===== src/rtl/gdc_pkg.sv =====
// Shared types, constants and tables for the Gaussian density block.
// Used by gdc_ctrl, gdc_dp and gaussian_density_cholesky; depends on nothing.
`default_nettype none

package gdc_pkg;

  localparam int MAX_DIM = 4;
  localparam int IDX_W   = 2;
  localparam int VAL_W   = 32;
  localparam int DIM_W   = 3;
  localparam int DENS_W  = 32;
  localparam int DIST_W  = 48;
  localparam int ADDR_W  = 2 * IDX_W;
  localparam int ACC_W   = 52;   // dot product sum and raw numerator
  localparam int NUM_W   = 48;   // numerator after clamping to +-2^46
  localparam int LS_W    = 40;   // log2 sums and the exponent, Q.24
  localparam int MUL_W   = 33;   // operand width of the shared multiplier
  localparam int PROD_W  = 2 * MUL_W;
  localparam int FRAC_W  = 24;
  localparam int QC_W    = 27;
  localparam int IT_W    = 5;

  localparam logic [DIM_W-1:0] DIM_RESET = 3'd2;

  localparam logic [24:0] LOG2E_Q24         = 25'd24204406;
  localparam logic [24:0] HALF_LOG2_2PI_Q24 = 25'd22242362;

  localparam logic [1:0] ACT_MEAN   = 2'd0;
  localparam logic [1:0] ACT_FACTOR = 2'd1;
  localparam logic [1:0] ACT_SAMPLE = 2'd2;

  localparam logic [4:0] OP_NONE     = 5'd0;
  localparam logic [4:0] OP_PREP     = 5'd1;
  localparam logic [4:0] OP_DOT_RD   = 5'd2;
  localparam logic [4:0] OP_DOT_MUL  = 5'd3;
  localparam logic [4:0] OP_DOT_ACC  = 5'd4;
  localparam logic [4:0] OP_DIAG_RD  = 5'd5;
  localparam logic [4:0] OP_DIAG_CHK = 5'd6;
  localparam logic [4:0] OP_DIV_SET  = 5'd7;
  localparam logic [4:0] OP_DIV      = 5'd8;
  localparam logic [4:0] OP_ZWR      = 5'd9;
  localparam logic [4:0] OP_SQ_MUL   = 5'd10;
  localparam logic [4:0] OP_SQ_ACC   = 5'd11;
  localparam logic [4:0] OP_LG_RD    = 5'd12;
  localparam logic [4:0] OP_LG_CHK   = 5'd13;
  localparam logic [4:0] OP_LG_NORM  = 5'd14;
  localparam logic [4:0] OP_LG_MUL   = 5'd15;
  localparam logic [4:0] OP_LG_UPD   = 5'd16;
  localparam logic [4:0] OP_LG_ADD   = 5'd17;
  localparam logic [4:0] OP_E_MUL    = 5'd18;
  localparam logic [4:0] OP_E_CALC   = 5'd19;
  localparam logic [4:0] OP_PW_MUL   = 5'd20;
  localparam logic [4:0] OP_PW_UPD   = 5'd21;
  localparam logic [4:0] OP_OUT      = 5'd22;

  typedef struct packed {
    logic            accept;
    logic [4:0]      op;
    logic [IDX_W-1:0] k;
    logic [IT_W-1:0] bitsel;
  } cmd_t;

  typedef struct packed {
    logic [IDX_W-1:0] i;
    logic [DIM_W-1:0] d;
    logic             prep_zero;
    logic             diag_bad;
    logic             div_ovf;
    logic             norm_done;
    logic             last_coord;
    logic             any_bad;
  } sts_t;

  function automatic logic [63:0] isqrt64(input logic [63:0] v);
    logic [63:0] rem;
    logic [63:0] res;
    logic [63:0] b;
    rem = v;
    res = '0;
    b   = 64'h4000_0000_0000_0000;
    for (int s = 0; s < 32; s++) begin
      if (b > rem) b = b >> 2;
    end
    for (int s = 0; s < 32; s++) begin
      if (b != 64'd0) begin
        if (rem >= res + b) begin
          rem = rem - (res + b);
          res = (res >> 1) + b;
        end else begin
          res = res >> 1;
        end
        b = b >> 2;
      end
    end
    return res;
  endfunction

  // n-th repeated square root of 2, in Q.30.
  function automatic logic [31:0] pow2_root(input int n);
    logic [63:0] r;
    r = 64'h8000_0000;
    for (int s = 0; s < 24; s++) begin
      if (s < n) r = isqrt64(r << 30);
    end
    return r[31:0];
  endfunction

  // Entry k is the factor applied for fraction bit k of the exponent.
  localparam logic [31:0] ROOT_TAB [FRAC_W] = '{
    pow2_root(24), pow2_root(23), pow2_root(22), pow2_root(21),
    pow2_root(20), pow2_root(19), pow2_root(18), pow2_root(17),
    pow2_root(16), pow2_root(15), pow2_root(14), pow2_root(13),
    pow2_root(12), pow2_root(11), pow2_root(10), pow2_root(9),
    pow2_root(8),  pow2_root(7),  pow2_root(6),  pow2_root(5),
    pow2_root(4),  pow2_root(3),  pow2_root(2),  pow2_root(1)
  };

endpackage

`default_nettype wire


===== src/rtl/gdc_ctrl.sv =====
// Sequencer of the Gaussian density block: input handshake, step commands to
// gdc_dp and the result valid flag. Depends on gdc_pkg.
`default_nettype none

module gdc_ctrl (
  input  logic          clk,
  input  logic          rst_n,
  input  logic          in_valid,
  output logic          in_ready,
  input  logic [1:0]    in_action,
  output logic          out_valid,
  input  logic          out_ready,
  input  gdc_pkg::sts_t sts,
  output gdc_pkg::cmd_t cmd
);
  import gdc_pkg::*;

  localparam logic [4:0] S_IDLE     = 5'd0;
  localparam logic [4:0] S_PREP     = 5'd1;
  localparam logic [4:0] S_DOT_RD   = 5'd2;
  localparam logic [4:0] S_DOT_MUL  = 5'd3;
  localparam logic [4:0] S_DOT_ACC  = 5'd4;
  localparam logic [4:0] S_DIAG_RD  = 5'd5;
  localparam logic [4:0] S_DIAG_CHK = 5'd6;
  localparam logic [4:0] S_DIV_SET  = 5'd7;
  localparam logic [4:0] S_DIV      = 5'd8;
  localparam logic [4:0] S_ZWR      = 5'd9;
  localparam logic [4:0] S_SQ_MUL   = 5'd10;
  localparam logic [4:0] S_SQ_ACC   = 5'd11;
  localparam logic [4:0] S_LG_RD    = 5'd12;
  localparam logic [4:0] S_LG_CHK   = 5'd13;
  localparam logic [4:0] S_LG_NORM  = 5'd14;
  localparam logic [4:0] S_LG_MUL   = 5'd15;
  localparam logic [4:0] S_LG_UPD   = 5'd16;
  localparam logic [4:0] S_LG_ADD   = 5'd17;
  localparam logic [4:0] S_E_MUL    = 5'd18;
  localparam logic [4:0] S_E_CALC   = 5'd19;
  localparam logic [4:0] S_PW_MUL   = 5'd20;
  localparam logic [4:0] S_PW_UPD   = 5'd21;
  localparam logic [4:0] S_FIN      = 5'd22;

  logic [4:0]       state_r, state_nxt;
  logic [IDX_W-1:0] k_r, k_nxt;
  logic [IT_W-1:0]  it_r, it_nxt;
  logic             out_valid_r, out_valid_nxt;
  logic             accept;
  logic             out_free;

  assign in_ready  = (state_r == S_IDLE);
  assign accept    = in_valid && in_ready;
  assign out_free  = !out_valid_r || out_ready;
  assign out_valid = out_valid_r;

  always_comb begin
    state_nxt  = state_r;
    k_nxt      = k_r;
    it_nxt     = it_r;
    cmd.accept = accept;
    cmd.op     = OP_NONE;
    cmd.k      = k_r;
    cmd.bitsel = it_r;
    out_valid_nxt = out_valid_r && !out_ready;
    case (state_r)
      S_IDLE: begin
        if (accept && in_action == ACT_SAMPLE) state_nxt = S_PREP;
      end
      S_PREP: begin
        cmd.op = OP_PREP;
        k_nxt  = '0;
        state_nxt = sts.prep_zero ? S_DIAG_RD : S_DOT_RD;
      end
      S_DOT_RD: begin
        cmd.op = OP_DOT_RD;
        state_nxt = S_DOT_MUL;
      end
      S_DOT_MUL: begin
        cmd.op = OP_DOT_MUL;
        state_nxt = S_DOT_ACC;
      end
      S_DOT_ACC: begin
        cmd.op = OP_DOT_ACC;
        if (k_r == IDX_W'(sts.i - 2'd1)) begin
          state_nxt = S_DIAG_RD;
        end else begin
          k_nxt = k_r + 2'd1;
          state_nxt = S_DOT_RD;
        end
      end
      S_DIAG_RD: begin
        cmd.op = OP_DIAG_RD;
        state_nxt = S_DIAG_CHK;
      end
      S_DIAG_CHK: begin
        cmd.op = OP_DIAG_CHK;
        state_nxt = S_DIV_SET;
      end
      S_DIV_SET: begin
        cmd.op = OP_DIV_SET;
        it_nxt = 5'd30;
        state_nxt = (sts.diag_bad || sts.div_ovf) ? S_ZWR : S_DIV;
      end
      S_DIV: begin
        cmd.op = OP_DIV;
        it_nxt = it_r - 5'd1;
        if (it_r == '0) state_nxt = S_ZWR;
      end
      S_ZWR: begin
        cmd.op = OP_ZWR;
        state_nxt = S_SQ_MUL;
      end
      S_SQ_MUL: begin
        cmd.op = OP_SQ_MUL;
        state_nxt = S_SQ_ACC;
      end
      S_SQ_ACC: begin
        cmd.op = OP_SQ_ACC;
        k_nxt  = '0;
        state_nxt = sts.last_coord ? S_LG_RD : S_IDLE;
      end
      S_LG_RD: begin
        cmd.op = OP_LG_RD;
        state_nxt = S_LG_CHK;
      end
      S_LG_CHK: begin
        cmd.op = OP_LG_CHK;
        state_nxt = S_LG_NORM;
      end
      S_LG_NORM: begin
        cmd.op = OP_LG_NORM;
        it_nxt = 5'd23;
        // A bad diagonal only sets the flag; its log term is never used.
        if (sts.diag_bad) begin
          state_nxt = S_LG_ADD;
        end else if (sts.norm_done) begin
          state_nxt = S_LG_MUL;
        end
      end
      S_LG_MUL: begin
        cmd.op = OP_LG_MUL;
        state_nxt = S_LG_UPD;
      end
      S_LG_UPD: begin
        cmd.op = OP_LG_UPD;
        it_nxt = it_r - 5'd1;
        state_nxt = (it_r == '0) ? S_LG_ADD : S_LG_MUL;
      end
      S_LG_ADD: begin
        cmd.op = OP_LG_ADD;
        if ({1'b0, k_r} == sts.d - 3'd1) begin
          state_nxt = sts.any_bad ? S_FIN : S_E_MUL;
        end else begin
          k_nxt = k_r + 2'd1;
          state_nxt = S_LG_RD;
        end
      end
      S_E_MUL: begin
        cmd.op = OP_E_MUL;
        state_nxt = S_E_CALC;
      end
      S_E_CALC: begin
        cmd.op = OP_E_CALC;
        it_nxt = 5'd23;
        state_nxt = S_PW_MUL;
      end
      S_PW_MUL: begin
        cmd.op = OP_PW_MUL;
        state_nxt = S_PW_UPD;
      end
      S_PW_UPD: begin
        cmd.op = OP_PW_UPD;
        it_nxt = it_r - 5'd1;
        state_nxt = (it_r == '0) ? S_FIN : S_PW_MUL;
      end
      S_FIN: begin
        if (out_free) begin
          cmd.op = OP_OUT;
          out_valid_nxt = 1'b1;
          state_nxt = S_IDLE;
        end
      end
      default: state_nxt = S_IDLE;
    endcase
  end

  always_ff @(posedge clk) begin
    if (!rst_n) begin
      state_r     <= S_IDLE;
      k_r         <= '0;
      it_r        <= '0;
      out_valid_r <= 1'b0;
    end else begin
      state_r     <= state_nxt;
      k_r         <= k_nxt;
      it_r        <= it_nxt;
      out_valid_r <= out_valid_nxt;
    end
  end

`ifndef ASSERT_OFF
  a_rise_from_fin: assert property (@(posedge clk) disable iff (!rst_n)
    $rose(out_valid_r) |-> $past(state_r == S_FIN))
    else $error("result raised outside the finishing step");

  a_fin_waits: assert property (@(posedge clk) disable iff (!rst_n)
    (state_r == S_FIN && out_valid_r && !out_ready) |=> state_r == S_FIN)
    else $error("new result would overwrite one not yet taken");

  a_it_range: assert property (@(posedge clk) disable iff (!rst_n)
    (state_r == S_LG_MUL || state_r == S_PW_MUL) |-> it_r <= 5'd23)
    else $error("iteration count beyond the fraction width");
`endif

endmodule

`default_nettype wire

===== config.mk =====
export PLATFORM = sky130hd
export DESIGN_NAME = gdc_ctrl
export DESIGN_NICKNAME = d
export VERILOG_FILES = /design/src/rtl/gdc_pkg.sv /design/src/rtl/gdc_ctrl.sv
export SDC_FILE = /design/constraint.sdc
export NUM_CORES = 1
export LEC_CHECK = 0
export ABC_AREA = 0
export BUFFER_PORTS_ARGS = -buffer_cell sky130_fd_sc_hd__buf_2
export CORE_ASPECT_RATIO = 0.9
export CORE_MARGIN = 2
export CORE_UTILIZATION = 58
export DETAILED_ROUTE_END_ITERATION = 10
export PLACE_DENSITY = 0.85
export RECOVER_POWER = 50
export SETUP_SLACK_MARGIN = 0.02
export SLEW_MARGIN = 5
export SYNTH_ARGS = -nofsm -noshare
export SYNTH_HDL_FRONTEND = slang
export SYNTH_SLANG_ARGS = --single-unit

===== constraint.sdc =====
create_clock -name clk -period 4.5 [get_ports clk]
set_input_delay 0.9 -clock clk [delete_from_list [all_inputs] [get_ports clk]]
set_output_delay 0.9 -clock clk [all_outputs]
set_load 0.1 [all_outputs]

Word-level counts from Yosys, hierarchy flattened
Cells that the tools add are included.
Word-level totals
  flip-flop bits (word level): 13
  bits of input ports: 17
  output and inout bits: 15
  logic and storage cells: 77
Cells by class
  eq/ne operators: 31
  reduce and logical (&&, ||, !) cells: 16
  add/sub/neg operators: 4
  multiplexer cells: 22
Operators with widths (number)
  one-hot mux 5 bit (23 select lines): 1
  one-hot mux 5 bit (22 select lines): 1
  equality test 5 x 4 -> 1 bit (second input constant): 8
  2-to-1 mux 5 bit: 8
  equality test 5 bit (second input constant): 7
  equality test 5 x 3 -> 1 bit (second input constant): 4
  one-hot mux 5 bit (3 select lines): 1
  equality test 5 x 2 -> 1 bit (second input constant): 2
  zero test 5 bit: 2
  2-to-1 mux 3 bit: 3
  != test 2 bit (second input constant): 4
  2-to-1 mux 2 bit: 3
  one-hot mux 2 bit (3 select lines): 1
  nonzero test 3 bit: 2
  equality test 5 x 1 -> 1 bit (second input constant): 1
  subtractor 5 x 1 -> 5 bit (second input constant): 1
  2-to-1 mux 4 bit: 1
  AND reduction 4 bit: 1
  OR reduction 2 bit: 2
  equality test 2 x 3 -> 1 bit: 1
  logical AND 1 bit: 3
  2-to-1 mux 1 bit: 3
  != test 3 bit (second input constant): 1
  AND reduction 3 bit: 1
  other kinds (9): 11

Depth between registers and ports, before layout
  word-level depth: 5
  mapped depth: 8
  depth with buffers taken out: 7

Worst setup path before layout
Ideal clock, no wire load.
  kind: in2out
  start point: in out_ready
  end point: out cmd[8] in the netlist's numbering
  path slack: 102 ps
  arrival: 3498 ps
  path buffers: 0
  stages: 4
  required time: 3600 ps
  cells stage by stage: nand2b_1 > nand2b_1 > a21o_1 > a21boi_0
RTL lines
  from (decl): RTL line gdc_ctrl.sv:12  | input logic out_ready,
  to (decl): RTL line gdc_ctrl.sv:14  | output gdc_pkg::cmd_t cmd

==> flow_summary.json <==
{
  "hpwl_um": 2597,
  "antenna_found_initial": 0,
  "crit_type": "reg2out",
  "synth_ff_type": "dfxtp_1",
  "cts.sinks": 13,
  "cell_internal_pwr_w": 0.0001835,
  "drv_slew": 0,
  "synth.most_common_cell": "nor2_1",
  "cts_resized": 0,
  "ys_ff_latch": 13,
  "p_switching_w": 0.0001220,
  "gr-total-overflow": 0,
  "vdd_drop_max_mv": 0.1764,
  "io_pins": 32,
  "power_w": 0.0003055,
  "final_cells": 234,
  "cts_tree": "yes",
  "critPathRequiredTime_ns": 3.60,
  "rows": 16,
  "p_leak_nw": 0.6068,
  "syn_to_final_growth_pct": 7.169,
  "crit_path_end_kind": "output port",
  "hp-start": "out_valid$_SDFF_PN0_",
  "routedWlPerCell_um": 15.31,
  "fmax_ghz": 0.3249,
  "nFillCells": 206,
  "finalSetupViolCount": 0,
  "grt_pass1_wl_um": 5520,
  "worstPathArrival_ns": 2.18,
  "grt_usage_pct": 27.45,
  "worstRegToRegCells": 5,
  "pwr-share-clk_pct": 25.4,
  "tightest_slew_ns": 1.163,
  "ys_seq_area_share_pct": 19.12,
  "syn_inst": 189,
  "critPathCapture": "cmd[7]",
  "r2r_setup_slack_ns": 2.18,
  "synth_edf_count": 0,
  "yosys_warnings": 0,
  "io_buffer_count": 31,
  "status": "completed",
  "critPathLaunchType": "register",
  "seqCellArea_um2": 260.3,
  "synth_cell_types": 61,
  "grt_max_degree": 31,
  "root_buffer": "clkbuf_4",
  "first_pass_iters": 5,
  "cap_violations": 0,
  "vias": 1499,
  "dp_cells": 230,
  "htreeDepth": 1,
  "multiInputGateArea_um2": 959.7,
  "slew_headroom_pct": 22.83,
  "core-area_um2": 2202,
  "postRouteAntennaNets": 0,
  "clkTransAtPathRegs_ns": 0.09,
  "synth_area_leaders": "dfxtp_1 19%, nor2_1 4.7%, nand2_1 3.9%",
  "postCtsSetupRepairBufs": 0,
  "final_nets": 228,
  "diodes": 0,
  "finalSetupTns_ns": 0,
  "reg2reg_from": "state_r[3]$_SDFFE_PN0P_",
  "synth_commonest_cells": "17 x nor2_1, 14 x nand2_1, 13 x dfxtp_1, 10 x a21oi_1, 10 x o21ai_0",
  "clock_path_buffers": 2,
  "drc": 0,
  "netlist_area_um2": 1361,
  "die_h_um": 49.96,
  "vias_per_cell": 6.406,
  "drive_gt1_share_pct": 15.46,
  "die-width_um": 55.07,
  "timing.hold.ws_ns": 0.5611,
  "synthesis.nets": 209,
  "rsz0062_at_grt": "no",
  "first_iter_violations": 71,
  "gp_congestion": 0.9190,
  "worst-path-max-fanout": 30,
  "cts_buffers": 3,
  "postSynth.asyncResetShare_pct": 0,
  "crit_path_start": "state_r[1]$_SDFFE_PN0P_",
  "yosysTopAreaCell": "dfxtp_1",
  "routed_wl_um": 3583,
  "min_path_type": "reg2reg",
  "r2r_end": "state_r[2]$_SDFFE_PN0P_",
  "start_util_pct": 61.82,
  "powerDensity_nw_per_um2": 209.4,
  "avgSynthCellArea_um2": 7.203,
  "p_comb_share_pct": 32.6,
  "switching_share_pct": 39.94,
  "grt_pass1_vias": 1247,
  "synth_top_area_share_pct": 19.12,
  "min_period_ns": 3.078,
  "die-area_um2": 2751,
  "post-route-period-util_pct": 68.41,
  "final-hold-violation-count": 0,
  "clk-insertion-delay-late_ns": 0.29,
  "clock_skew_ns": 0.008320,
  "hold_buffers": 0,
  "pwr-share-seq_pct": 42.0
}
-- cell usage in the layout, fill, tap and decap left out, types with 4 or more instances in the layout --
cell and n:
dfxtp_1 13, a31oi_1 4, nand3_1 4, nor2_1 19
xor2_1 4, buf_2 23, nor3_1 7, clkbuf_1 9
nand2_1 14, inv_1 9, nor2b_1 6, a21oi_1 10
nand2b_1 6, o21ai_0 10
-- cell families after synthesis --
kind of cell	Yosys count	share of synthesized area, %
simple gates	77	30.88
compound gates	61	31.89
buf+inv	26	9.283
flops	13	19.12
xor+xnor	7	4.504
fa+ha+maj	3	2.758
mux	2	1.562
-- power by group through the flow --
| stage | clock [W] | sequential (W) | combinational, W |
|---|---|---|---|
| 6_report | 0.0000775 | 0.000128 | 0.0000996 |
| 5_1_grt | 0.0000849 | 0.000129 | 0.000107 |
| 4_1_cts | 0.0000794 | 0.000128 | 0.000100 |
| 3_5_place_dp | 0 | 0.000131 | 0.000100 |
| 3_3_place_gp | 0 | 0.000131 | 0.0000976 |
| 2_1_floorplan | 0 | 0.000142 | 0.0000684 |
-- state kept, by name (all words and copies together), names as in the netlist --
register and count:
it_r 5, out_valid 1, k_r 2, state_r 5
-- critical path, cell delays in order, from the launching register on --
cell     delay [ns]
dfxtp_1        0.97
and2_1         0.30
o21ai_0        0.12
and2_1         0.21
buf_2          0.28
-- stage by stage --
| stage | util [%] | area [µm²] | worst slack [ns] |
|---|---|---|---|
| floorplan | - | 1361 | 0.1015 |
| global placement | 66.19 | 1458 | 1.611 |
| detailed placement | 66.19 | 1458 | 1.591 |
| CTS | 67.39 | 1484 | 1.431 |
| global route | 66.25 | 1459 | 1.347 |
| finish | 66.25 | 1459 | 1.422 |
-- cell type report --
cell class / count / share of cell area (%)
flip-flops and latches: 13 / 17.84
repair buffers: 31 / 9.949
inverters: 9 / 2.316
multi-input cells: 150 / 65.78
clock buffers: 4 / 1.801
well taps: 27 / 2.316
-- worst min-delay path by stage --
stage	cells after the start	end
4_1_cts	2	out_valid$_SDFF_PN0_
3_5_place_dp	2	out_valid$_SDFF_PN0_
2_1_floorplan	4	out_valid$_SDFF_PN0_
5_1_grt	2	it_r[1]$_SDFFE_PN0P_
6_report	2	out_valid$_SDFF_PN0_
3_3_place_gp	2	it_r[1]$_SDFFE_PN0P_
-- routing by layer --
layer,share of wire [%],track usage [%]
met2,46,40.87
met5,0,0
met1,43,35.99
met3,9.9,7.879
met4,1.6,12.20
No activity file was read; power rests on OpenSTA's default activity.
